[config.mk]
export PLATFORM = sky130hd
export DESIGN_NAME = mld_queue
export DESIGN_NICKNAME = d
export VERILOG_FILES = /design/src/rtl/core/mld_pkg.sv /design/src/rtl/core/mld_queue.sv
export SDC_FILE = /design/constraint.sdc
export NUM_CORES = 1
export LEC_CHECK = 0
export BUFFER_PORTS_ARGS = -buffer_cell sky130_fd_sc_hd__buf_2
export CORE_MARGIN = 2
export CORE_UTILIZATION = 55
export CTS_BUF_LIST = sky130_fd_sc_hd__clkbuf_4 sky130_fd_sc_hd__clkbuf_8 sky130_fd_sc_hd__clkbuf_16
export DETAILED_ROUTE_END_ITERATION = 8
export HOLD_SLACK_MARGIN = 0.03
export PLACE_DENSITY = 0.92
export SYNTH_ARGS = -nofsm -noshare
export SYNTH_HDL_FRONTEND = slang
export SYNTH_SLANG_ARGS = --single-unit
[constraint.sdc]
create_clock -name clk_i -period 8.2 [get_ports clk_i]
set_clock_uncertainty 0.15 [all_clocks]
set_input_delay 1.64 -clock clk_i [delete_from_list [all_inputs] [get_ports clk_i]]
set_output_delay 1.64 -clock clk_i [all_outputs]
set_load 0.03 [all_outputs]
[src/rtl/core/mld_pkg.sv]
// mld_pkg: shared constants and helper functions of the mouse-look direction block.
// Used by every module under rtl/core; depends on nothing.
package mld_pkg;

  // Angle format default (fraction bits of the degree accumulators)
  localparam int ANGLE_FRAC_BITS_DEF = 16;

  // Port field widths
  localparam int IN_W        = 16;
  localparam int SENS_W      = 16;
  localparam int YAW_OUT_W   = 26;
  localparam int PITCH_OUT_W = 24;
  localparam int VEC_W       = 16;

  localparam logic [SENS_W-1:0] SENS_RESET = 16'd3277;

  // CORDIC datapath: x/y in Q.30, angle in Q.20 degrees
  localparam int TRIG_FRAC    = 20;
  localparam int CORDIC_STEPS = 24;
  localparam int CORDIC_CNT_W = 5;
  localparam int CORDIC_W     = 32;
  localparam int Z_W          = 30;
  localparam logic signed [CORDIC_W-1:0] CORDIC_X0 = 32'sd652032874;

  // Depth of the queue between front and back (power of two)
  localparam int QUEUE_DEPTH = 2;

  // Product width used for rounding to Q1.15
  localparam int RND_W = 34;

  // arctan(2^-i) in Q.20 degrees
  function automatic logic signed [Z_W-1:0] atan_q20(input logic [CORDIC_CNT_W-1:0] idx);
    logic signed [Z_W-1:0] r;
    case (idx)
      5'd0:    r = 30'sd47185920;
      5'd1:    r = 30'sd27855475;
      5'd2:    r = 30'sd14718068;
      5'd3:    r = 30'sd7471121;
      5'd4:    r = 30'sd3750058;
      5'd5:    r = 30'sd1876857;
      5'd6:    r = 30'sd938658;
      5'd7:    r = 30'sd469357;
      5'd8:    r = 30'sd234682;
      5'd9:    r = 30'sd117342;
      5'd10:   r = 30'sd58671;
      5'd11:   r = 30'sd29335;
      5'd12:   r = 30'sd14668;
      5'd13:   r = 30'sd7334;
      5'd14:   r = 30'sd3667;
      5'd15:   r = 30'sd1833;
      5'd16:   r = 30'sd917;
      5'd17:   r = 30'sd458;
      5'd18:   r = 30'sd229;
      5'd19:   r = 30'sd115;
      5'd20:   r = 30'sd57;
      5'd21:   r = 30'sd29;
      5'd22:   r = 30'sd14;
      5'd23:   r = 30'sd7;
      default: r = '0;
    endcase
    return r;
  endfunction

  // Saturate to the symmetric Q1.15 range [-32767, 32767]
  function automatic logic signed [VEC_W-1:0] clamp15(input logic signed [RND_W-1:0] v);
    logic signed [VEC_W-1:0] r;
    if (v > 34'sd32767) begin
      r = 16'sd32767;
    end else if (v < -34'sd32767) begin
      r = -16'sd32767;
    end else begin
      r = v[VEC_W-1:0];
    end
    return r;
  endfunction

  // Q1.15 product, rounded half up, saturated
  function automatic logic signed [VEC_W-1:0] mul15(input logic signed [VEC_W-1:0] a,
                                                    input logic signed [VEC_W-1:0] b);
    logic signed [2*VEC_W-1:0] prod;
    logic signed [RND_W-1:0]   rnd;
    prod = a * b;
    rnd  = RND_W'(prod) + 34'sd16384;
    return clamp15(rnd >>> 15);
  endfunction

endpackage

[src/rtl/core/mld_queue.sv]
// mld_queue: small register FIFO carrying angle pairs from front to back.
// Depends on mld_pkg for its default depth.
module mld_queue #(
  parameter int DATA_W = 42,
  parameter int DEPTH  = mld_pkg::QUEUE_DEPTH
) (
  input  logic              clk_i,
  input  logic              rst_ni,
  input  logic              push_i,
  input  logic [DATA_W-1:0] data_i,
  output logic              full_o,
  input  logic              pop_i,
  output logic              empty_o,
  output logic [DATA_W-1:0] data_o
);

  localparam int PTR_W = (DEPTH > 1) ? $clog2(DEPTH) : 1;
  localparam int CNT_W = $clog2(DEPTH + 1);

  logic [DATA_W-1:0] entry_q [DEPTH];
  logic [PTR_W-1:0]  wr_ptr_q, rd_ptr_q;
  logic [CNT_W-1:0]  count_q;

  assign full_o  = (count_q == CNT_W'(DEPTH));
  assign empty_o = (count_q == '0);
  assign data_o  = entry_q[rd_ptr_q];

  // Pointers and fill level
  always_ff @(posedge clk_i or negedge rst_ni) begin
    if (!rst_ni) begin
      wr_ptr_q <= '0;
      rd_ptr_q <= '0;
      count_q  <= '0;
    end else begin
      if (push_i) wr_ptr_q <= wr_ptr_q + PTR_W'(1);
      if (pop_i)  rd_ptr_q <= rd_ptr_q + PTR_W'(1);
      case ({push_i, pop_i})
        2'b10:   count_q <= count_q + CNT_W'(1);
        2'b01:   count_q <= count_q - CNT_W'(1);
        default: count_q <= count_q;
      endcase
    end
  end

  // Entry storage
  always_ff @(posedge clk_i) begin
    if (push_i) entry_q[wr_ptr_q] <= data_i;
  end

endmodule

# == After elaboration in Yosys (flattened, before gate mapping) ==
# Memory sizes are Yosys's and may differ from the RTL's.
# Index checks and enable logic that the tools add are counted.
# Widths: inputs -> output; s select.
# classes
n_addsub,4
n_mul,0
div,0
n_lt_le_gt_ge,0
eq_ne,3
shifts,0
muxes,3
bitwise_logic,0
reduce_logical,2
# op_table
op,count
$eq 2x2->1 const B,2
$pmux 2 s2,1
$add 1x1->1 const B,2
$add 2x1->2 const B,1
$eq 2x1->1 const B,1
$logic_not 2->1,1
$mux 1,2
$reduce_bool 2->1,1
$sub 2x1->2 const B,1
# totals
ff_bits,4
latch_bits,0
ram_bits,84
mem_bits_ro,0
in_bits,46
out_inout_bits,44
mem_count,1
# memory_table
memory,depth,width,read_ports,rd_clocked_by_memory_dff,write_ports,line_no,source
entry_q,2,42,1,0,1,mld_queue.sv:20,logic [DATA_W-1:0] entry_q [DEPTH];

# == Depth between registers and ports, before layout ==
# logic_depth
word_depth,2
ltp_mapped,5

# == Worst setup path after synthesis ==
# No wires, ideal clock.
# synth_path
kind,input -> register
from,input push_i
to,"memory entry_q[0][0], enable pin"
setup_ns,0.442
arrival_time_ns,3.463
required_time_ns,7.608
setup_slack_ns,4.145
cell_stages,2
path_cell_list,inv_1 > nor2_1
# synth_via
elab_chain_len,2
# synth_lines
item,line_no,source
"start, declared",mld_queue.sv:9,"input logic push_i,"
$mux 1,mld_queue.sv:47,if (push_i) entry_q[wr_ptr_q] <= data_i;
$mux 1 (not written as such),mld_queue.sv:47,
"end, declared",mld_queue.sv:20,
# No other way between the ends.

# == Worst setup path in the final report ==
# layout_path
from,register rd_ptr_q
to,output data_o[29]
# layout_via
elab_chain_len,1
# layout_lines
item,line_no,source
"start, declared",mld_queue.sv:21,"logic [PTR_W-1:0] wr_ptr_q, rd_ptr_q;"
"start signal, assigned",mld_queue.sv:36,if (pop_i) rd_ptr_q <= rd_ptr_q + PTR_W'(1);
$mem_v2 2x42,--,
"end, declared",mld_queue.sv:14,output logic [DATA_W-1:0] data_o
# No other way between the ends.

==> key figures <==
Yosys
  • Seq/Total Area, Yosys: 76.7%
  • Post-synth top area share: about three quarters
  • Gate Count Post-Synth: 147
  • Syn. warnings: 0
  • Netlist Area Pre-Place: around 3400 um2
  • Synth cell types: 13
  • Post-Synth XOR/XNOR Area: roughly 1.3%
  • Synth area leaders: edfxtp_1 (74%), mux2_4 (17%), dfrtp_1 (2.9%)
  • Main combinational cell family by area after synthesis: multiplexers
  • Simple-Gate Fraction of Synth Area: 0.696%
  • Mux share of post-synthesis cell area: between 10% and 20%
  • Syn nets: 194
  • Compound-gate portion of the synthesized area: 0%
  • Yosys reg bits: ~90
  • Post-Synth Adder-Cell Area: less than 1%
  • Average size of a mapped cell: approximately 23 um2
  • Synth area leader: edfxtp_1

Place
  • GPL Wtd Cong: just under 0.7
  • Area post-placement: about 3900 um2
  • PortBufs: a little under 90
  • Post-DP HPWL: around 3.3 mm

Routing
  • Post-route ant nets: 0
  • Total vias in the final route: around 1600
  • DRT iter0 DRCs: 103
  • Wire per inst: ~15 um
  • Drt drc: 0
  • WL final: between 4 and 5 mm
  • DR pass1 iterations: 4
  • Vias/cell: 5.03

Global route
  • Total global routing overflow: 0
  • Largest net degree at the start of global routing: 43
  • Vias in the first global route: roughly 1600
  • GRT Util Overall: between 10 and 15%
  • First-pass GRT wire length: roughly 7.8 mm
  • Initial antenna violation count: 0

Final layout
  • Most common cell after layout, fill and taps aside: buf_2
  • Layout Utilization: between 60% and 70%
  • N_diodes: 0
  • Layout area overhead: 18.7%
  • # nets final: slightly below 300
  • Share of layout cells above drive strength 1: about three fifths
  • Commonest cells after routing, fill and taps aside: buf_2 (89), edfxtp_1 (84), mux2_4 (39), clkbuf_8 (9), clkinvlp_4 (4)
  • Post-route cell area: 4060 um2

Clocking
  • Post-cts resize count: 0
  • Clock Latency Late Sink: approximately 0.34 ns
  • Clock Pin Slew Worst Setup and Hold Paths: 0.08 ns
  • H-Tree Depth: 3
  • Clock sinks: between 80 and 90
  • Post-CTS Hold Buffers: 0
  • Post-CTS Setup Bufs: 0
  • CTS Buffer Depth: 2
  • CTS tree: built
  • Root buf cell: clkbuf_8
  • CTS Buf Count: 9

Timing
  • Setup-failing EPs final: 0
  • Fin crit share: 48.6%
  • Unrepaired setup endpoints after global routing: false
  • Min cycle time layout: roughly 4 ns
  • Max_slew headroom: between 20% and 30%
  • Fin. Hold Viols: 0
  • Worst-margin pin slew: 1.18 ns
  • Max Clk Rate: 0.251 GHz
  • Setup TNS: 0 ns
  • Pins Over Slew Limit: 0

Pwr
  • Leakage: 0.00164 uW
  • Maximum vdd ir drop: 0.000209 V
  • P per Cell Area: roughly 360 nW/um2

Critical path
  • CP Capture Type: output pin
  • Setup crit start kind: register
  • Critical Path RT: between 6 and 7 ns
  • Critical path buffers and inverters: 2
  • Slowest CP cell: dfrtp_2
  • CP max FO: 25
  • Critical Path Max Stage Delay: between 0.7 and 0.8 ns
  • Crit path DAT: 2.20 ns
  • Cell-by-cell trace of the critical path: buf_4 > mux2_2 > buf_2
  • Top Family by Delay on Critical Path: flip-flops
  • Critical path type: reg -> out

Floorplan
  • Chip height: between 80 and 90 um
  • Die W: 82.8 um
  • Placement Rows: 28
  • # IOs: 90
  • Core box area: 5960 um2
  • Starting Density: between 50% and 60%
  • DIE AREA: between 6000 and 7000 um2

Run
  • Max Cap Viol: 0

Run status
  • Status: finished, final reports clean

Min path
  • HP Class: reg -> reg
layer usage:
metal	GRT usage, %	up-vias	wire length (um)
li1	-	761	-
met1	18.3	786	2120
met2	23.9	67	2420
met3	5.17	11	365
met4	6.71	0	97
met5	0	-	0
path summary, 6_finish.rpt:
path / slack, ns / endpoint / cells past startpoint / startpoint
worst max-delay path: 4.21 / data_o[29] / 3 / rd_ptr_q$_DFFE_PN0P_
worst min-delay path: 0.37 / count_q[1]$_DFFE_PN0P_ / 1 / count_q[1]$_DFFE_PN0P_
worst max register to register: 6.30 / entry_q[0][34]$_DFFE_PP_ / 1 / wr_ptr_q$_DFFE_PN0P_
worst min register to register: 0.37 / count_q[1]$_DFFE_PN0P_ / 1 / count_q[1]$_DFFE_PN0P_
max in group asynchronous: 6.83 / rd_ptr_q$_DFFE_PN0P_ / 1 / rst_ni
min in group asynchronous: 0.94 / count_q[0]$_DFFE_PN0P_ / 1 / rst_ni
stage by stage:
stage / total power (uW) / instances / hold WS [ns] / worst slack (ns)
CTS: 1480 / 323 / 0.370 / 4.18
detailed placement: 1230 / 307 / 0.358 / 4.57
global route: 1520 / 323 / 0.388 / 4.10
finish: 1460 / 323 / 0.365 / 4.21
global placement: 1220 / 307 / 0.324 / 4.59
floorplan: 1130 / 147 / 0.306 / 4.14
cell usage after synthesis:
library cell and count:
xor2_1 3, nor2_1 3, mux2_4 39, inv_1 1
dfrtp_1 4, mux2_2 3, and2_1 1, buf_12 4
nor2b_1 1, buf_6 1, ha_1 1, xnor2_1 2
edfxtp_1 84
where the power goes:
| group | total (uW) | internal (uW) | switching, uW | leakage, uW |
|---|---|---|---|---|
| clock | 255 | 109 | 146 | 0.0000772 |
| combinational | 558 | 227 | 331 | 0.000731 |
| sequential | 651 | 599 | 51.7 | 0.000834 |
| total | 1460 | 936 | 528 | 0.00164 |
registers in the layout, indices dropped and copies added, names as in the netlist:
name	cells
count_q	2
rd_ptr_q	1
entry_q	84
wr_ptr_q	1
layout make-up:
type / instances / area, um2
fillers: 417 / 1900
flip-flops and latches: 88 / 2620
clock inverters: 7 / 48.8
repair buffers: 90 / 453
clock buffers: 9 / 124
multi-input cells: 53 / 708
inverters: 1 / 3.75
well taps: 75 / 93.8
cells by family (layout without fill, tap and decap cells):
family,after synthesis,after routing
adder cells (fa/ha/maj),1,1
buffers and inverters,6,107
AND/OR/NAND/NOR,5,5
flip-flops,88,88
multiplexers,42,42
XOR/XNOR,5,5
Note: power is estimated with default switching activity, not from simulation.
