[src/rtl/core/mld_pkg.sv]
// mld_pkg: shared constants and helper functions of the mouse-look direction block.
// Used by every module under rtl/core; depends on nothing.
package mld_pkg;

  // Angle format default (fraction bits of the degree accumulators)
  localparam int ANGLE_FRAC_BITS_DEF = 16;

  // Port field widths
  localparam int IN_W        = 16;
  localparam int SENS_W      = 16;
  localparam int YAW_OUT_W   = 26;
  localparam int PITCH_OUT_W = 24;
  localparam int VEC_W       = 16;

  localparam logic [SENS_W-1:0] SENS_RESET = 16'd3277;

  // CORDIC datapath: x/y in Q.30, angle in Q.20 degrees
  localparam int TRIG_FRAC    = 20;
  localparam int CORDIC_STEPS = 24;
  localparam int CORDIC_CNT_W = 5;
  localparam int CORDIC_W     = 32;
  localparam int Z_W          = 30;
  localparam logic signed [CORDIC_W-1:0] CORDIC_X0 = 32'sd652032874;

  // Depth of the queue between front and back (power of two)
  localparam int QUEUE_DEPTH = 2;

  // Product width used for rounding to Q1.15
  localparam int RND_W = 34;

  // arctan(2^-i) in Q.20 degrees
  function automatic logic signed [Z_W-1:0] atan_q20(input logic [CORDIC_CNT_W-1:0] idx);
    logic signed [Z_W-1:0] r;
    case (idx)
      5'd0:    r = 30'sd47185920;
      5'd1:    r = 30'sd27855475;
      5'd2:    r = 30'sd14718068;
      5'd3:    r = 30'sd7471121;
      5'd4:    r = 30'sd3750058;
      5'd5:    r = 30'sd1876857;
      5'd6:    r = 30'sd938658;
      5'd7:    r = 30'sd469357;
      5'd8:    r = 30'sd234682;
      5'd9:    r = 30'sd117342;
      5'd10:   r = 30'sd58671;
      5'd11:   r = 30'sd29335;
      5'd12:   r = 30'sd14668;
      5'd13:   r = 30'sd7334;
      5'd14:   r = 30'sd3667;
      5'd15:   r = 30'sd1833;
      5'd16:   r = 30'sd917;
      5'd17:   r = 30'sd458;
      5'd18:   r = 30'sd229;
      5'd19:   r = 30'sd115;
      5'd20:   r = 30'sd57;
      5'd21:   r = 30'sd29;
      5'd22:   r = 30'sd14;
      5'd23:   r = 30'sd7;
      default: r = '0;
    endcase
    return r;
  endfunction

  // Saturate to the symmetric Q1.15 range [-32767, 32767]
  function automatic logic signed [VEC_W-1:0] clamp15(input logic signed [RND_W-1:0] v);
    logic signed [VEC_W-1:0] r;
    if (v > 34'sd32767) begin
      r = 16'sd32767;
    end else if (v < -34'sd32767) begin
      r = -16'sd32767;
    end else begin
      r = v[VEC_W-1:0];
    end
    return r;
  endfunction

  // Q1.15 product, rounded half up, saturated
  function automatic logic signed [VEC_W-1:0] mul15(input logic signed [VEC_W-1:0] a,
                                                    input logic signed [VEC_W-1:0] b);
    logic signed [2*VEC_W-1:0] prod;
    logic signed [RND_W-1:0]   rnd;
    prod = a * b;
    rnd  = RND_W'(prod) + 34'sd16384;
    return clamp15(rnd >>> 15);
  endfunction

endpackage

[src/rtl/core/mld_front.sv]
// mld_front: accepts cursor items, forms scaled deltas and updates yaw/pitch.
// Holds the sensitivity register. Depends on mld_pkg.
module mld_front #(
  parameter int ANGLE_FRAC_BITS = mld_pkg::ANGLE_FRAC_BITS_DEF,
  parameter int YAW_W           = ANGLE_FRAC_BITS + 10,
  parameter int PITCH_W         = ANGLE_FRAC_BITS + 8
) (
  input  logic                             clk_i,
  input  logic                             rst_ni,
  input  logic                             in_valid_i,
  output logic                             in_stall_o,
  input  logic signed [mld_pkg::IN_W-1:0]  cursor_x_i,
  input  logic signed [mld_pkg::IN_W-1:0]  cursor_y_i,
  input  logic                             cfg_valid_i,
  input  logic [mld_pkg::SENS_W-1:0]       cfg_data_i,
  output logic                             push_o,
  input  logic                             full_i,
  output logic signed [YAW_W-1:0]          yaw_o,
  output logic signed [PITCH_W-1:0]        pitch_o
);

  localparam int DIFF_W  = mld_pkg::IN_W + 1;
  localparam int PROD_W  = 2 * DIFF_W;
  localparam int SHL     = (ANGLE_FRAC_BITS >= 16) ? ANGLE_FRAC_BITS - 16 : 0;
  localparam int SHR     = (ANGLE_FRAC_BITS < 16) ? 16 - ANGLE_FRAC_BITS : 0;
  localparam int WIDE_W  = PROD_W + SHL;
  localparam int DELTA_W = ANGLE_FRAC_BITS + 17;
  localparam int SUM_W   = ANGLE_FRAC_BITS + 19;

  localparam logic signed [SUM_W-1:0] LIM90   = SUM_W'(90 * (2 ** ANGLE_FRAC_BITS));
  localparam logic signed [SUM_W-1:0] NLIM270 = SUM_W'(-270 * (2 ** ANGLE_FRAC_BITS));
  localparam logic signed [SUM_W-1:0] LIM89   = SUM_W'(89 * (2 ** ANGLE_FRAC_BITS));
  localparam logic signed [SUM_W-1:0] NLIM89  = SUM_W'(-89 * (2 ** ANGLE_FRAC_BITS));
  localparam logic signed [YAW_W-1:0] YAW_RST = YAW_W'(-90 * (2 ** ANGLE_FRAC_BITS));

  typedef enum logic [2:0] {
    F_IDLE = 3'b001,
    F_MUL  = 3'b010,
    F_ACC  = 3'b100
  } front_state_e;

  front_state_e state_q, state_d;

  logic                        first_q;
  logic signed [mld_pkg::IN_W-1:0] prev_x_q, prev_y_q;
  logic signed [YAW_W-1:0]     yaw_q;
  logic signed [PITCH_W-1:0]   pitch_q;
  logic [mld_pkg::SENS_W-1:0]  sens_q;
  logic signed [DIFF_W-1:0]    dx_q, dy_q, dx_d, dy_d;
  logic signed [DELTA_W-1:0]   dyaw_q, dpitch_q, dyaw_d, dpitch_d;
  logic signed [PROD_W-1:0]    prod_x, prod_y;
  logic signed [WIDE_W-1:0]    wide_x, wide_y;
  logic signed [SUM_W-1:0]     yaw_sum, pitch_sum, yaw_wrap, pitch_clamp;
  logic                        accept;

  assign accept     = in_valid_i && (state_q == F_IDLE);
  assign in_stall_o = (state_q != F_IDLE);

  // Control sequence: accept, scale, accumulate and hand over
  always_comb begin
    state_d = state_q;
    push_o  = 1'b0;
    case (state_q)
      F_IDLE: begin
        if (in_valid_i) state_d = F_MUL;
      end
      F_MUL: begin
        state_d = F_ACC;
      end
      F_ACC: begin
        if (!full_i) begin
          push_o  = 1'b1;
          state_d = F_IDLE;
        end
      end
      default: state_d = F_IDLE;
    endcase
  end

  // Raw deltas; y is inverted, first item after reset gives zero
  always_comb begin
    if (first_q) begin
      dx_d = '0;
      dy_d = '0;
    end else begin
      dx_d = DIFF_W'(cursor_x_i) - DIFF_W'(prev_x_q);
      dy_d = DIFF_W'(prev_y_q) - DIFF_W'(cursor_y_i);
    end
  end

  // Scale by sensitivity, bring Q.16 to the accumulator format (floor)
  always_comb begin
    prod_x   = dx_q * $signed({1'b0, sens_q});
    prod_y   = dy_q * $signed({1'b0, sens_q});
    wide_x   = (WIDE_W'(prod_x) <<< SHL) >>> SHR;
    wide_y   = (WIDE_W'(prod_y) <<< SHL) >>> SHR;
    dyaw_d   = DELTA_W'(wide_x);
    dpitch_d = DELTA_W'(wide_y);
  end

  // Accumulate, wrap yaw, clamp pitch
  always_comb begin
    yaw_sum   = SUM_W'(yaw_q) + SUM_W'(dyaw_q);
    pitch_sum = SUM_W'(pitch_q) + SUM_W'(dpitch_q);
    yaw_wrap  = yaw_sum;
    if (yaw_wrap < NLIM270) yaw_wrap = LIM90;
    if (yaw_wrap > LIM90)   yaw_wrap = NLIM270;
    pitch_clamp = pitch_sum;
    if (pitch_clamp > LIM89)  pitch_clamp = LIM89;
    if (pitch_clamp < NLIM89) pitch_clamp = NLIM89;
    yaw_o   = YAW_W'(yaw_wrap);
    pitch_o = PITCH_W'(pitch_clamp);
  end

  // Control and architectural state
  always_ff @(posedge clk_i or negedge rst_ni) begin
    if (!rst_ni) begin
      state_q  <= F_IDLE;
      first_q  <= 1'b1;
      prev_x_q <= '0;
      prev_y_q <= '0;
      yaw_q    <= YAW_RST;
      pitch_q  <= '0;
      sens_q   <= mld_pkg::SENS_RESET;
    end else begin
      state_q <= state_d;
      if (cfg_valid_i) sens_q <= cfg_data_i;
      if (accept) begin
        first_q  <= 1'b0;
        prev_x_q <= cursor_x_i;
        prev_y_q <= cursor_y_i;
      end
      if (push_o) begin
        yaw_q   <= yaw_o;
        pitch_q <= pitch_o;
      end
    end
  end

  // Datapath registers
  always_ff @(posedge clk_i) begin
    if (accept) begin
      dx_q <= dx_d;
      dy_q <= dy_d;
    end
    if (state_q == F_MUL) begin
      dyaw_q   <= dyaw_d;
      dpitch_q <= dpitch_d;
    end
  end

endmodule

[config.mk]
export PLATFORM = sky130hd
export DESIGN_NAME = mld_front
export DESIGN_NICKNAME = d
export VERILOG_FILES = /design/src/rtl/core/mld_pkg.sv /design/src/rtl/core/mld_front.sv
export SDC_FILE = /design/constraint.sdc
export NUM_CORES = 2
export LEC_CHECK = 0
export BUFFER_PORTS_ARGS = -buffer_cell sky130_fd_sc_hd__buf_4
export CAP_MARGIN = 20
export CORE_UTILIZATION = 60
export CTS_CLUSTER_SIZE = 40
export DETAILED_ROUTE_END_ITERATION = 8
export PLACE_DENSITY = 0.82
export SLEW_MARGIN = 20
export SYNTH_ARGS = -nofsm -noshare
export SYNTH_HDL_FRONTEND = slang
export SYNTH_SLANG_ARGS = --single-unit
[constraint.sdc]
create_clock -name clk_i -period 13.89 [get_ports clk_i]
set_input_delay 0.6945 -clock clk_i [delete_from_list [all_inputs] [get_ports clk_i]]
set_output_delay 0.6945 -clock clk_i [all_outputs]
set_load 0.005 [all_outputs]
Word-level counts from Yosys, hierarchy flattened
Index checks and enable logic that the tools add are counted.
Widths: inputs -> output; s select.
{"block": "word_totals", "reg_bits": 202, "latchBits": 0, "ram_bits": 0, "romBits": 0, "inputBits": 53, "out_inout_bits": 52, "wordCells": 38, "mem_count": 0}
{"block": "op_classes", "addsub": 4, "multipliers": 2, "n_div": 0, "order_cmp": 4, "eq_ne": 6, "shifts": 0, "muxes": 9, "n_bitwise": 0, "reduce_logical": 2}
{"cell": "$mux 35", "count": 2}
{"cell": "$mul 17x17->33", "count": 2}
{"cell": "$gt 35x24->1 const B", "count": 1}
{"cell": "$lt 35x24->1 const B", "count": 1}
{"cell": "$add 24x33->34", "count": 1}
{"cell": "$add 26x33->34", "count": 1}
{"cell": "$gt 34x24->1 const B", "count": 1}
{"cell": "$lt 34x26->1 const B", "count": 1}
{"cell": "$sub 16x16->17", "count": 2}
{"cell": "$mux 26", "count": 1}
{"cell": "$mux 24", "count": 1}
{"cell": "$pmux 3 s3", "count": 1}
{"cell": "$mux 3", "count": 2}
{"cell": "$ne 2x2->1 const B", "count": 2}
{"cell": "$eq 3x1->1 const B", "count": 1}
{"cell": "$eq 3x2->1 const B", "count": 1}
{"cell": "$eq 3x3->1 const B", "count": 1}
{"cell": "$ne 3x1->1 const B", "count": 1}
{"cell": "$mux 1", "count": 2}
{"cell": "$reduce_and 2->1", "count": 1}
{"cell": "$logic_and 1x1->1", "count": 1}

Logic depth before layout (Yosys ltp)
{"block": "depth", "depth_word": 5, "mapped_depth": 26, "ltp_nobuf": 25}

Worst setup path before layout
OpenSTA, ideal clock, no wires.
{"block": "synth_path", "path_type": "register to register", "start": "register sens_q[2] in the netlist's numbering", "end": "register dyaw_q[32] (data pin)", "setup_time_ns": 0.260, "arrival_time_ns": 6.453, "t_required_ns": 13.630, "path_slack_ns": 7.177, "path_stages_with_launch": 23, "synth_period_minus_slack_ns": 6.713, "cell_sequence": "dfstp_2 clkbuf_1 clkbuf_1 nand2_1 fa_1 inv_1 fa_1 fa_1 inv_1 fa_1 fa_1 inv_1 fa_1 ha_1 a21o_1 a21o_1 o41ai_1 o21ai_0 o2111ai_1 nand4_1 a31o_2 a21oi_1 xnor2_1"}
{"block": "synth_between", "elab_chain_len": 1}
{"element": "start: declaration", "line_no": "mld_front.sv:48", "source": "logic [mld_pkg::SENS_W-1:0] sens_q;"}
{"element": "start signal: assignment", "line_no": "mld_front.sv:124", "source": "sens_q <= mld_pkg::SENS_RESET;"}
{"element": "start signal: assignment", "line_no": "mld_front.sv:127", "source": "if (cfg_valid_i) sens_q <= cfg_data_i;"}
{"element": "$mul 17x17->33", "line_no": "mld_front.sv:93", "source": "prod_x = dx_q * $signed({1'b0, sens_q});"}
{"element": "named net prod_x[32]", "line_no": "mld_front.sv:51", "source": "logic signed [PROD_W-1:0] prod_x, prod_y;"}
{"element": "end signal: assignment", "line_no": "mld_front.sv:147", "source": "dyaw_q <= dyaw_d;"}
{"element": "end: declaration", "line_no": "mld_front.sv:50", "source": "logic signed [DELTA_W-1:0] dyaw_q, dpitch_q, dyaw_d, dpitch_d;"}
The timed path passes the listed nets, and every way through them passes these cells.
A chain may end at the register's enable or synchronous reset.

Worst setup path in the final report
{"block": "layout_path", "start": "register sens_q[5] in the netlist's numbering", "end": "register dyaw_q[32] (data pin)"}
The elaborated chain is that of the path after synthesis.

==> results.json <==
{
  "min_period_over_period_pct": 53.78,
  "root_buffer": "clkbuf_16",
  "finalMaxSlewViolations": 0,
  "synth.avg_cell_area_sq_um": 9.047,
  "hold_viol": 0,
  "synth_cells": 3732,
  "grt_pass1_wl_mm": 127.6,
  "async_flop_share_pct": 50.50,
  "wl_mm": 74.32,
  "outcome": "complete, no violations",
  "ant_nets": 0,
  "wire_per_inst_um": 16.51,
  "fill_cells": 4478,
  "clock_sinks": 202,
  "first_global_vias": 26800,
  "die-area_sq_mm": 0.05723,
  "worstPathArrival_ps": 7770,
  "cts_hold_buf": 0,
  "synth.distinct_cells": 88,
  "clockBufferDepth": 3,
  "crit_path_end_kind": "flop",
  "rrSetupSlack_ps": 6420,
  "worst_path_max_delay_cell": "dfrtp_1",
  "io_buffers": 104,
  "htreeDepth": 1,
  "dpl.hpwl_mm": 58.01,
  "vias_per_cell": 5.666,
  "crit_chain": "buf_4 -> nand2_1 -> fa_1 -> inv_1 -> fa_1 -> fa_1 -> inv_1 -> fa_1 -> fa_1 -> inv_1 -> fa_1 -> ha_1 -> a21o_1 -> a21o_1 -> o41ai_1 -> o21ai_0 -> o2111ai_1 -> nand4_1 -> a31o_2 -> a21oi_1 -> xnor2_1",
  "worst_hold_path_type": "in -> async",
  "rows": 86,
  "synth_nets": 4604,
  "crit_path_start_kind": "flop",
  "synth_ff_type": "edfxtp_1",
  "yosys.area.top_type": "fa_1",
  "synth_edf_count": 100,
  "synth_top_cells_by_area": "fa_1 33%, ha_1 9.9%, edfxtp_1 8.9%",
  "final_cell_area_sq_mm": 0.03595,
  "routabilityCongestion": 0.9126,
  "max_stage_delay_ps": 800,
  "post_cts_buffers": 0,
  "fin_tns_setup_ps": 0,
  "pin_count": 105,
  "rsz0062_at_grt": "false",
  "ys_seq_area_share_pct": 16.51,
  "drt_iter0_markers": 1818,
  "antenna_found_initial": 1,
  "grt_max_degree": 69,
  "setup.worst_path.class": "reg -> reg",
  "area_growth_pct": 6.481,
  "core_sq_mm": 0.05531,
  "cp_data_required_time_ps": 14190,
  "syn_area_sq_mm": 0.03376,
  "initial_core_util_pct": 61.05,
  "ys_warn_count": 0,
  "first_pass_iters": 5,
  "placed_area_sq_mm": 0.03504,
  "nets": 4606,
  "drive_gt1_share_pct": 7.166,
  "die_y_um": 239.2,
  "synth-seq-cells": 202,
  "track_usage_pct": 27.38,
  "synth_top_area_share_pct": 32.73,
  "drv_cap": 0,
  "chipWidth_um": 239.2,
  "clkTransAtPathRegs_ps": 70,
  "num_vias": 25510,
  "cts_tree": "done",
  "skew_ps": 18.13,
  "cts_resized": 0,
  "critPathMaxFanout": 19,
  "max_freq_mhz": 133.9,
  "setup_viol": 0,
  "cp_common_cell": "fa_1",
  "drc": 0,
  "slew_headroom_pct": 35.02,
  "antenna_cells": 0,
  "overflow": 0,
  "worstMarginPinSlew_ps": 973.6,
  "clk_latency_ps": 570,
  "cts_buffers": 26,
  "min_period_ps": 7469
}
-- registers in the layout, indices dropped and copies added, names as in the netlist --
register  flops
dx_q         17
pitch_q      24
prev_x_q     16
state_q       3
yaw_q        26
prev_y_q     16
dyaw_q       33
sens_q       16
dpitch_q     33
first_q       1
dy_q         17
-- cells by family after synthesis --
family,count (synthesis),synth area share (%)
buf+inv,915,10.28
fa+ha+maj,819,42.62
xor+xnor,121,3.139
simple gates,1107,15.40
mux,41,1.356
flops,202,16.51
compound gates,527,10.69
-- worst paths after layout --
kind                                startpoint      endpoint  cells past startpoint
worst max-delay path                 sens_q[5]    dyaw_q[32]                     21
worst min-delay path                    rst_ni      yaw_q[9]                      1
worst max register to register       sens_q[5]    dyaw_q[32]                     21
worst min register to register       yaw_q[12]     yaw_q[12]                      2
max in group asynchronous               rst_ni  prev_x_q[12]                      2
min in group clk_i              cursor_x_i[15]  prev_x_q[15]                      3
-- layer usage --
metal / vias to the layer above / GRT usage, % / routed length [um]
met5: - / 0 / 13
met4: 2 / 7.032 / 1871
met3: 134 / 3.838 / 4901
met2: 859 / 46.18 / 35900
met1: 12750 / 37.28 / 31640
li1: 11760 / - / -
-- worst max-delay path: cells and delay by family (launching register included) --
family / cells / cell delay [ps]
AO/OA/AOI/OAI: 7 / 2200
AND/OR/NAND/NOR: 2 / 280
adder cells (fa/ha/maj): 7 / 3290
buffers and inverters: 4 / 520
XOR/XNOR: 1 / 90
flip-flops: 1 / 800
-- stage by stage --
step | utilization, % | instances | hold WS (ps) | setup slack (ps)
final | 65.00 | 4502 | 205.3 | 6421
after CTS | 65.00 | 4502 | 215.7 | 6498
after floorplan | - | 3732 | 398.9 | 7177
after detailed placement | 63.36 | 4454 | 477.8 | 6536
after global routing | 65.00 | 4502 | 255.1 | 6013
after global placement | 63.36 | 4454 | 467.4 | 6672
-- layout make-up --
cell class	instances	area, sq um	area share [%]
clock buffers	37	795.8	2.213
repair buffers	122	915.9	2.548
clock inverters	11	112.6	0.3132
flip-flops and latches	202	5574	15.50
inverters	767	2879	8.008
multi-input cells	2615	24740	68.81
well taps	748	935.9	2.603
-- layout by cell type (no fill, tap or decap), types with 22 or more instances in the layout --
cell       count
and2_1       207
nor3_1        50
o21ai_0      113
a21oi_1      111
clkbuf_16     29
nor2_1       175
ha_1         267
edfxtp_1     100
and3_1        22
mux2_2        38
nand2_1      503
xor2_1        34
a21o_1        59
nand3_1       32
buf_4        122
o21a_1        25
xnor2_1       87
dfrtp_1       87
inv_1        767
fa_1         552
-- cell usage after synthesis (23+ instances only) --
cell type	count
a21o_1	59
o21ai_0	113
nor2_1	176
nand2_1	503
fa_1	552
dfrtp_1	87
xnor2_1	87
mux2_2	38
xor2_1	34
and3_1	23
inv_1	767
nand3_1	32
clkbuf_1	137
nor3_1	50
and2_1	207
a21oi_1	111
ha_1	267
o21a_1	25
edfxtp_1	100
Power is not shown: default switching activity piles up to over one toggle a cycle in this logic, so the estimate is an artifact.
