$ cat config.mk
export PLATFORM = sky130hd
export DESIGN_NAME = mld_back
export DESIGN_NICKNAME = d
export VERILOG_FILES = /design/src/rtl/core/mld_pkg.sv /design/src/rtl/core/mld_cordic.sv /design/src/rtl/core/mld_back.sv
export SDC_FILE = /design/constraint.sdc
export NUM_CORES = 2
export LEC_CHECK = 0
export BUFFER_PORTS_ARGS = -buffer_cell sky130_fd_sc_hd__clkbuf_2
export CAP_MARGIN = 20
export CORE_ASPECT_RATIO = 1.2
export CORE_MARGIN = 2
export CORE_UTILIZATION = 67
export CTS_BUF_LIST = sky130_fd_sc_hd__clkbuf_4
export DETAILED_ROUTE_END_ITERATION = 16
export PLACE_DENSITY = 0.94
export SLEW_MARGIN = 20
export SYNTH_ARGS = -nofsm -noshare
export SYNTH_HDL_FRONTEND = slang
export SYNTH_SLANG_ARGS = --single-unit
$ cat constraint.sdc
create_clock -name clk_i -period 16.05 [get_ports clk_i]
set_clock_uncertainty 0.1 [all_clocks]
set_input_delay 2.4075 -clock clk_i [delete_from_list [all_inputs] [get_ports clk_i]]
set_output_delay 2.4075 -clock clk_i [all_outputs]
set_load 0.02 [all_outputs]
$ cat src/rtl/core/mld_pkg.sv
// mld_pkg: shared constants and helper functions of the mouse-look direction block.
// Used by every module under rtl/core; depends on nothing.
package mld_pkg;

  // Angle format default (fraction bits of the degree accumulators)
  localparam int ANGLE_FRAC_BITS_DEF = 16;

  // Port field widths
  localparam int IN_W        = 16;
  localparam int SENS_W      = 16;
  localparam int YAW_OUT_W   = 26;
  localparam int PITCH_OUT_W = 24;
  localparam int VEC_W       = 16;

  localparam logic [SENS_W-1:0] SENS_RESET = 16'd3277;

  // CORDIC datapath: x/y in Q.30, angle in Q.20 degrees
  localparam int TRIG_FRAC    = 20;
  localparam int CORDIC_STEPS = 24;
  localparam int CORDIC_CNT_W = 5;
  localparam int CORDIC_W     = 32;
  localparam int Z_W          = 30;
  localparam logic signed [CORDIC_W-1:0] CORDIC_X0 = 32'sd652032874;

  // Depth of the queue between front and back (power of two)
  localparam int QUEUE_DEPTH = 2;

  // Product width used for rounding to Q1.15
  localparam int RND_W = 34;

  // arctan(2^-i) in Q.20 degrees
  function automatic logic signed [Z_W-1:0] atan_q20(input logic [CORDIC_CNT_W-1:0] idx);
    logic signed [Z_W-1:0] r;
    case (idx)
      5'd0:    r = 30'sd47185920;
      5'd1:    r = 30'sd27855475;
      5'd2:    r = 30'sd14718068;
      5'd3:    r = 30'sd7471121;
      5'd4:    r = 30'sd3750058;
      5'd5:    r = 30'sd1876857;
      5'd6:    r = 30'sd938658;
      5'd7:    r = 30'sd469357;
      5'd8:    r = 30'sd234682;
      5'd9:    r = 30'sd117342;
      5'd10:   r = 30'sd58671;
      5'd11:   r = 30'sd29335;
      5'd12:   r = 30'sd14668;
      5'd13:   r = 30'sd7334;
      5'd14:   r = 30'sd3667;
      5'd15:   r = 30'sd1833;
      5'd16:   r = 30'sd917;
      5'd17:   r = 30'sd458;
      5'd18:   r = 30'sd229;
      5'd19:   r = 30'sd115;
      5'd20:   r = 30'sd57;
      5'd21:   r = 30'sd29;
      5'd22:   r = 30'sd14;
      5'd23:   r = 30'sd7;
      default: r = '0;
    endcase
    return r;
  endfunction

  // Saturate to the symmetric Q1.15 range [-32767, 32767]
  function automatic logic signed [VEC_W-1:0] clamp15(input logic signed [RND_W-1:0] v);
    logic signed [VEC_W-1:0] r;
    if (v > 34'sd32767) begin
      r = 16'sd32767;
    end else if (v < -34'sd32767) begin
      r = -16'sd32767;
    end else begin
      r = v[VEC_W-1:0];
    end
    return r;
  endfunction

  // Q1.15 product, rounded half up, saturated
  function automatic logic signed [VEC_W-1:0] mul15(input logic signed [VEC_W-1:0] a,
                                                    input logic signed [VEC_W-1:0] b);
    logic signed [2*VEC_W-1:0] prod;
    logic signed [RND_W-1:0]   rnd;
    prod = a * b;
    rnd  = RND_W'(prod) + 34'sd16384;
    return clamp15(rnd >>> 15);
  endfunction

endpackage

$ cat src/rtl/core/mld_cordic.sv
// mld_cordic: iterative rotation-mode CORDIC, one step per cycle, cos/sin in Q1.15.
// Takes an angle in degrees with ANGLE_FRAC_BITS fraction bits. Depends on mld_pkg.
module mld_cordic #(
  parameter int ANGLE_FRAC_BITS = mld_pkg::ANGLE_FRAC_BITS_DEF,
  parameter int ANGLE_W         = ANGLE_FRAC_BITS + 10
) (
  input  logic                              clk_i,
  input  logic                              rst_ni,
  input  logic                              start_i,
  input  logic signed [ANGLE_W-1:0]         angle_i,
  output logic                              busy_o,
  output logic signed [mld_pkg::VEC_W-1:0]  cos_o,
  output logic signed [mld_pkg::VEC_W-1:0]  sin_o
);

  localparam int CW  = mld_pkg::CORDIC_W;
  localparam int ZW  = mld_pkg::Z_W;
  localparam int NW  = mld_pkg::CORDIC_CNT_W;
  localparam int RW  = mld_pkg::RND_W;
  localparam int UPSHIFT = mld_pkg::TRIG_FRAC - ANGLE_FRAC_BITS;
  localparam logic signed [ZW-1:0] QUARTER = ZW'(90 * (2 ** mld_pkg::TRIG_FRAC));
  localparam logic signed [ZW-1:0] HALF    = ZW'(180 * (2 ** mld_pkg::TRIG_FRAC));
  localparam logic [NW-1:0] LAST = NW'(mld_pkg::CORDIC_STEPS - 1);

  logic signed [CW-1:0] x_q, y_q, x_d, y_d, x_sh, y_sh;
  logic signed [ZW-1:0] z_q, z_d, a20, a_fold;
  logic [NW-1:0]        cnt_q;
  logic                 busy_q, neg_q, fold_neg;
  logic signed [RW-1:0] x_rnd, y_rnd;
  logic signed [mld_pkg::VEC_W-1:0] c_sat, s_sat;

  assign busy_o = busy_q;

  // Move to Q.20 and fold into [-90, 90]; folding negates cos and sin
  always_comb begin
    a20      = ZW'(angle_i) <<< UPSHIFT;
    a_fold   = a20;
    fold_neg = 1'b0;
    if (a20 > QUARTER) begin
      a_fold   = a20 - HALF;
      fold_neg = 1'b1;
    end else if (a20 < -QUARTER) begin
      a_fold   = a20 + HALF;
      fold_neg = 1'b1;
    end
  end

  // One micro-rotation
  always_comb begin
    x_sh = x_q >>> cnt_q;
    y_sh = y_q >>> cnt_q;
    if (!z_q[ZW-1]) begin
      x_d = x_q - y_sh;
      y_d = y_q + x_sh;
      z_d = z_q - mld_pkg::atan_q20(cnt_q);
    end else begin
      x_d = x_q + y_sh;
      y_d = y_q - x_sh;
      z_d = z_q + mld_pkg::atan_q20(cnt_q);
    end
  end

  // Round half up to Q1.15, saturate, undo the fold
  always_comb begin
    x_rnd = RW'(x_q) + 34'sd16384;
    y_rnd = RW'(y_q) + 34'sd16384;
    c_sat = mld_pkg::clamp15(x_rnd >>> 15);
    s_sat = mld_pkg::clamp15(y_rnd >>> 15);
    cos_o = neg_q ? -c_sat : c_sat;
    sin_o = neg_q ? -s_sat : s_sat;
  end

  // Step counter
  always_ff @(posedge clk_i or negedge rst_ni) begin
    if (!rst_ni) begin
      busy_q <= 1'b0;
      cnt_q  <= '0;
    end else if (start_i) begin
      busy_q <= 1'b1;
      cnt_q  <= '0;
    end else if (busy_q) begin
      cnt_q <= cnt_q + NW'(1);
      if (cnt_q == LAST) busy_q <= 1'b0;
    end
  end

  // Rotation datapath
  always_ff @(posedge clk_i) begin
    if (start_i) begin
      x_q   <= mld_pkg::CORDIC_X0;
      y_q   <= '0;
      z_q   <= a_fold;
      neg_q <= fold_neg;
    end else if (busy_q) begin
      x_q <= x_d;
      y_q <= y_d;
      z_q <= z_d;
    end
  end

endmodule

$ cat src/rtl/core/mld_back.sv
// mld_back: takes angle pairs from the queue, runs two CORDIC lanes, forms the
// front vector and holds the result until it is taken. Depends on mld_pkg, mld_cordic.
module mld_back #(
  parameter int ANGLE_FRAC_BITS = mld_pkg::ANGLE_FRAC_BITS_DEF,
  parameter int YAW_W           = ANGLE_FRAC_BITS + 10,
  parameter int PITCH_W         = ANGLE_FRAC_BITS + 8
) (
  input  logic                                  clk_i,
  input  logic                                  rst_ni,
  input  logic                                  empty_i,
  input  logic [YAW_W+PITCH_W-1:0]              data_i,
  output logic                                  pop_o,
  output logic                                  out_valid_o,
  input  logic                                  out_stall_i,
  output logic signed [mld_pkg::YAW_OUT_W-1:0]   yaw_angle_o,
  output logic signed [mld_pkg::PITCH_OUT_W-1:0] pitch_angle_o,
  output logic signed [mld_pkg::VEC_W-1:0]       front_x_o,
  output logic signed [mld_pkg::VEC_W-1:0]       front_y_o,
  output logic signed [mld_pkg::VEC_W-1:0]       front_z_o
);

  localparam int VW = mld_pkg::VEC_W;

  typedef enum logic [3:0] {
    B_IDLE = 4'b0001,
    B_ROT  = 4'b0010,
    B_MUL  = 4'b0100,
    B_OUT  = 4'b1000
  } back_state_e;

  back_state_e state_q, state_d;

  logic signed [YAW_W-1:0]   yaw_in, yaw_q;
  logic signed [PITCH_W-1:0] pitch_in, pitch_q;
  logic                      yaw_busy, pitch_busy;
  logic signed [VW-1:0]      cy, sy, cp, sp;
  logic signed [VW-1:0]      cy_q, sy_q, cp_q, sp_q;

  assign yaw_in      = $signed(data_i[YAW_W+PITCH_W-1 -: YAW_W]);
  assign pitch_in    = $signed(data_i[PITCH_W-1:0]);
  assign out_valid_o = (state_q == B_OUT);

  mld_cordic #(
    .ANGLE_FRAC_BITS(ANGLE_FRAC_BITS),
    .ANGLE_W        (YAW_W)
  ) u_cordic_yaw (
    .clk_i  (clk_i),
    .rst_ni (rst_ni),
    .start_i(pop_o),
    .angle_i(yaw_in),
    .busy_o (yaw_busy),
    .cos_o  (cy),
    .sin_o  (sy)
  );

  mld_cordic #(
    .ANGLE_FRAC_BITS(ANGLE_FRAC_BITS),
    .ANGLE_W        (PITCH_W)
  ) u_cordic_pitch (
    .clk_i  (clk_i),
    .rst_ni (rst_ni),
    .start_i(pop_o),
    .angle_i(pitch_in),
    .busy_o (pitch_busy),
    .cos_o  (cp),
    .sin_o  (sp)
  );

  // Sequencer: fetch, rotate, multiply, present
  always_comb begin
    state_d = state_q;
    pop_o   = 1'b0;
    case (state_q)
      B_IDLE: begin
        if (!empty_i) begin
          pop_o   = 1'b1;
          state_d = B_ROT;
        end
      end
      B_ROT: begin
        if (!yaw_busy && !pitch_busy) state_d = B_MUL;
      end
      B_MUL: begin
        state_d = B_OUT;
      end
      B_OUT: begin
        if (!out_stall_i) state_d = B_IDLE;
      end
      default: state_d = B_IDLE;
    endcase
  end

  always_ff @(posedge clk_i or negedge rst_ni) begin
    if (!rst_ni) begin
      state_q <= B_IDLE;
    end else begin
      state_q <= state_d;
    end
  end

  // Angle capture, trig capture and the output register
  always_ff @(posedge clk_i) begin
    if (pop_o) begin
      yaw_q   <= yaw_in;
      pitch_q <= pitch_in;
    end
    if (state_q == B_ROT) begin
      cy_q <= cy;
      sy_q <= sy;
      cp_q <= cp;
      sp_q <= sp;
    end
    if (state_q == B_MUL) begin
      yaw_angle_o   <= mld_pkg::YAW_OUT_W'(yaw_q);
      pitch_angle_o <= mld_pkg::PITCH_OUT_W'(pitch_q);
      front_x_o     <= mld_pkg::mul15(cy_q, cp_q);
      front_y_o     <= sp_q;
      front_z_o     <= mld_pkg::mul15(sy_q, cp_q);
    end
  end

endmodule

* Word level (Yosys, flattened, before mapping)
Memory sizes are Yosys's and may differ from the RTL's.
Index checks and enable logic that the tools add are counted.
W data, S select, Z words.
** Cells by class
- Multiplexer cells :: 50
- Reductions and logical operators :: 8
- Shift-type cells :: 4
- Order comparisons :: 16
- Multipliers :: 2
- Equal/unequal tests :: 9
- Add/sub/neg operators :: 28
** Operators with widths (number)
- $mux W30 :: 14
- $mux W16 :: 14
- $add A32 B16 Y33 const B :: 6
- $add A32 B32 Y32 :: 4
- $mux W32 :: 4
- $sshr A32 B5 Y32 :: 4
- $sub A32 B32 Y32 :: 4
- $gt A18 B16 Y1 const B :: 6
- $lt A18 B16 Y1 const B :: 6
- $mul A16 B16 Y32 :: 2
- $neg A16 Y16 :: 4
- $add A30 B30 Y30 :: 2
- $sub A30 B30 Y30 :: 2
- $add A28 B29 Y30 const B :: 1
- $add A30 B29 Y30 const B :: 1
- $gt A30 B28 Y1 const B :: 1
- $lt A30 B28 Y1 const B :: 1
- $sub A28 B29 Y30 const B :: 1
- $sub A30 B29 Y30 const B :: 1
- $gt A28 B28 Y1 const B :: 1
- $lt A28 B28 Y1 const B :: 1
- $mux W5 :: 4
- $pmux W4 S4 :: 1
- $mux W4 :: 3
- other kinds (13) :: 29
** Storage, ports and cells
- Output and inout port bits :: 100
- Memories kept :: 4
- Bits in read-only memories :: 3328
- Register bits after elaboration :: 418
- Input port bits :: 54
** Memory list
- (name not given) :: depth 32, width 26, rd ports 1, clocked after Yosys merged registers in 0, write ports 0, RTL line mld_pkg.sv:34 : case (idx)
- (name not given) :: depth 32, width 26, rd ports 1, clocked after Yosys merged registers in 0, write ports 0, RTL line mld_pkg.sv:34
- (name not given) :: depth 32, width 26, rd ports 1, clocked after Yosys merged registers in 0, write ports 0, RTL line mld_pkg.sv:34
- (name not given) :: depth 32, width 26, rd ports 1, clocked after Yosys merged registers in 0, write ports 0, RTL line mld_pkg.sv:34

* Depth between registers and ports, before layout
- Word-level depth :: 6
- Gate-level depth with buffers :: 31
- Depth with buffers taken out :: 26

* Cells and area by module
Synthesis repeated with hierarchy kept, for this count alone.
** Unflattened totals
- Cell total of the unflattened synthesis :: 7177
- Area, all modules :: 62287.2 µm²
** Modules (own cells, without submodules)
- mld_back :: area each 27470.1 µm², cells an instance 2621, times used 1
- mld_cordic at u_cordic_pitch :: area each 17636.9 µm², cells an instance 2278, times used 1
- mld_cordic at u_cordic_yaw :: area each 17180.2 µm², cells an instance 2278, times used 1

* Worst setup path after synthesis
Ideal clock, no wire load.
- Path kind :: register to register
- Start :: register state_q[2]
- End :: register front_x_o[0] in the netlist's numbering (enable)
- Stages on the path, launching flop included :: 2
- Library setup time :: 0.832 ns
- Setup slack :: 4.517 ns
- Arrival time :: 10.600 ns
- Clock period less this slack :: 11.533 ns
- Cell sequence :: dfrtp_1 > nor4b_1
** Between the ends
- Cells in the longest elaborated chain, start to end :: 1
** RTL lines
- start, declared :: RTL line mld_back.sv:31 : back_state_e state_q, state_d;
- start signal, assigned :: RTL line mld_back.sv:97 : state_q <= state_d;
- $eq A4 B3 Y1 :: RTL line mld_back.sv:113 : if (state_q == B_MUL) begin
- end signal, assigned :: RTL line mld_back.sv:116 : front_x_o <= mld_pkg::mul15(cy_q, cp_q);
- end, declared :: RTL line mld_back.sv:17 : output logic signed [mld_pkg::VEC_W-1:0] front_x_o,
Every way passes these cells.
A chain may end at the register's enable or synchronous reset.

* Worst setup path in the final report
- Start :: register cp_q[4]
- End :: register front_z_o[4] in the netlist's numbering, data pin
** Between the ends
- Cells in the longest elaborated chain, start to end :: 4
** RTL lines
- start, declared :: RTL line mld_back.sv:37 : logic signed [VW-1:0] cy_q, sy_q, cp_q, sp_q;
- start signal, assigned :: RTL line mld_back.sv:110 : cp_q <= cp;
- $mul A16 B16 Y32 * :: RTL line mld_pkg.sv:82 : prod = a * b;
- $add A32 B16 Y33 * :: RTL line mld_pkg.sv:83 : rnd = RND_W'(prod) + 34'sd16384;
- $lt A18 B16 Y1 :: RTL line mld_pkg.sv:69 : end else if (v < -34'sd32767) begin
- $mux W16 :: RTL line mld_pkg.sv:69
- end signal, assigned :: RTL line mld_back.sv:118 : front_z_o <= mld_pkg::mul15(sy_q, cp_q);
- end, declared :: RTL line mld_back.sv:19 : output logic signed [mld_pkg::VEC_W-1:0] front_z_o
Mark *: on every way between the ends. The rest lies on a longest branch, timed or not.

==> impl_metrics.ini <==
[run_status]
outcome = finished, final reports clean

[yosys]
syn_area_um2 = 60800
synth_cell_type_count = 110
syn_nets = 7821
synth_edf_count = 274
syn_avg_cell_area_um2 = 8.87
async_flop_share_pct = 3.83
seq_area_frac_synth_pct = 18.4
synth_top_area_share_pct = 17.8
synth_seq_cells = 418
yosys_warnings = 0
synth_top_cell_by_area = fa_1
syn-instance-count = 6854
synthTopCellsByArea = fa_1 18%, edfxtp_1 14%, ha_1 7.7%, mux4_2 5.7%, inv_1 4.5%
ys.flop_type = edfxtp_1

[clock_network]
cts_root_buffer = clkbuf_4
clk_transition_reported_paths_ns = 0.08
cts_buffers = 110
cts_setup_buffers = 0
clockBufferDepth = 3
cts_tree = done
cts_resized = 0
cts_num_sinks = 418
ctsHoldBuffers = 0
htree_levels = 3
worst_skew_pair.late_latency_ns = 0.96

[drt]
final_antenna_net_count = 0
via_per_inst = 6.60
drc = 0
routed_wl_mm = 168
vias = 53023
dr.pass1.iters = 9
routedWlPerCell_um = 21.0
drtIter0Drc = 5967

[timing]
setup-violations-final = 0
fin_crit_ns = 8.76
timing.hold.ws_ns = 0.311
rsz0062_at_grt = no
tightest_slew_ns = 1.05
timing.fmax_mhz = 114
maxSlewViolCount = 0
relSlewSlack_pct = 29.4
hold_violations = 0
finalSetupTns_ns = 0
fin_crit_sh_pct = 54.6

[critical_path]
path_cells = and2_1, fa_1, inv_1, fa_1, inv_1, fa_1, fa_1, fa_1, inv_1, fa_1, inv_1, ha_1, nand4_1, or3_1, nor4_1, nor3_1, o21ai_0, a21o_1, xnor2_1, nand4b_1, a2111oi_0, o21a_1, o21ai_0
worst-setup-path-type = reg -> reg
crit_top_cell = fa_1
critPathLaunchType = flip-flop
cpMaxStageDelayCell = edfxtp_1
cp.required_ns = 16.62
end_kind = flip-flop
cp.arrival_ns = 9.33
cp_slowest_stage_delay_ns = 0.81
cp_max_fo = 32

[global_routing]
track_usage_pct = 36.2
grt_overflow = 0
grt_pass1_wl_mm = 274
grt_max_degree = 170
antenna_found_initial = 5
first_global_vias = 53963

[job]
drv_cap = 0

[placement]
dp_hpwl_mm = 123
numPortBuffers = 153
routabilityCongestion = 1.02

[floorplanning]
dieArea_um2 = 93200
die_height_um = 334
ios = 154
std_cell_rows = 121
die_w_um = 279
start_util_pct = 67.3
core_region_area_um2 = 90400

[min_path]
holdCritPathClass = reg -> reg

[final_layout]
final_net_count = 7731
syn_to_final_growth_pct = 3.69
final_common_cell = inv_1
drive_above_1_share_pct = 9.96
layout_common_cells = 732 x inv_1, 611 x nand2_1, 565 x nor2_1
-- layout make-up --
class / instances / area (µm²)
sequential: 418 / 11200
inverter: 741 / 2790
tap: 1168 / 1460
antenna: 5 / 12.5
timing repair buffer: 206 / 1190
fill: 6437 / 27300
clock buffer: 149 / 1120
multi-input combinational: 5287 / 44900
clock inverter: 54 / 360
-- path summary, 6_finish.rpt --
kind                              from                       to  slack (ns)  cells past startpoint
setup reg to reg               cp_q[4]             front_z_o[4]        7.29                     23
max in group asynchronous       rst_ni  u_cordic_pitch.cnt_q[1]       14.01                      1
hold reg to reg            pitch_q[17]        pitch_angle_o[17]        0.31                      0
min in group asynchronous       rst_ni    u_cordic_yaw.cnt_q[4]        1.35                      1
hold / removal             pitch_q[17]        pitch_angle_o[17]        0.31                      0
setup / recovery               cp_q[4]             front_z_o[4]        7.29                     23
-- sequential cells by signal, indices dropped and copies added (netlist names), 24 cells and up --
| name | flops |
|---|---|
| u_cordic_pitch.x_q | 32 |
| u_cordic_yaw.x_q | 32 |
| yaw_q | 26 |
| u_cordic_pitch.y_q | 32 |
| u_cordic_pitch.z_q | 30 |
| yaw_angle_o | 26 |
| pitch_angle_o | 24 |
| pitch_q | 24 |
| u_cordic_yaw.z_q | 30 |
| u_cordic_yaw.y_q | 32 |
-- worst max-delay path, delay by kind of cell, from the launching register on --
kind	cells	cell delay [ns]
XOR/XNOR	1	0.19
AND/OR/NAND/NOR	6	1.51
adder cells (fa/ha/maj)	7	3.84
buffers and inverters	4	0.48
AO/OA/AOI/OAI	5	1.57
flip-flops	1	0.81
-- stage by stage --
step	cell area, µm²	cells	utilization (%)	worst slack (ns)
finish	63000	8028	69.8	7.29
global route	63000	8027	69.8	6.83
CTS	63000	8021	69.7	7.48
detailed placement	61500	7818	68.1	7.50
global placement	61500	7817	68.1	7.89
floorplan	60800	6854	-	4.52
-- synth_stat cells, types with 23 or more instances --
library cell / n
and2_1: 282
inv_1: 733
a31oi_1: 87
ha_1: 373
and3_1: 70
o21a_1: 52
a21o_1: 108
xor2_1: 185
and4_1: 24
clkbuf_1: 272
nand2_1: 612
o211ai_1: 32
o21bai_1: 43
or2_2: 24
a211oi_1: 59
or3_1: 36
nand4_1: 47
mux2i_1: 181
dfxtp_1: 128
mux4_2: 154
buf_4: 23
buf_2: 46
nand2b_1: 69
nor2_1: 565
buf_1: 39
nand3_1: 89
o21ai_0: 300
nor4_1: 24
a21oi_1: 427
mux2_2: 65
nor3_1: 95
fa_1: 540
nor2b_1: 45
o31ai_1: 42
xnor2_1: 284
edfxtp_1: 274
o22ai_1: 57
-- logic make-up (layout without fill, tap and decap cells) --
family,after synthesis,in the layout,share of synthesized area (%)
XOR/XNOR,470,470,6.78
other,0,5,0
multiplexers,409,409,10.2
flip-flops,418,418,18.4
buffers and inverters,1149,1150,7.80
adder cells (fa/ha/maj),913,913,25.5
AND/OR/NAND/NOR,2046,2046,16.2
AO/OA/AOI/OAI,1449,1449,15.2
-- metal layers --
layer  part of all wire, %  vias to the layer above  wire length [µm]  track usage [%]
li1                      -                    23609                 -                -
met1                    35                    25354             58400             41.8
met2                    49                     3178             82800             61.8
met3                   9.3                      876             15600             7.17
met4                   6.9                        6             11500             22.8
met5                 0.027                        -                46                0
Power is not shown: default switching activity piles up to over one toggle a cycle in this logic, so the estimate is an artifact.
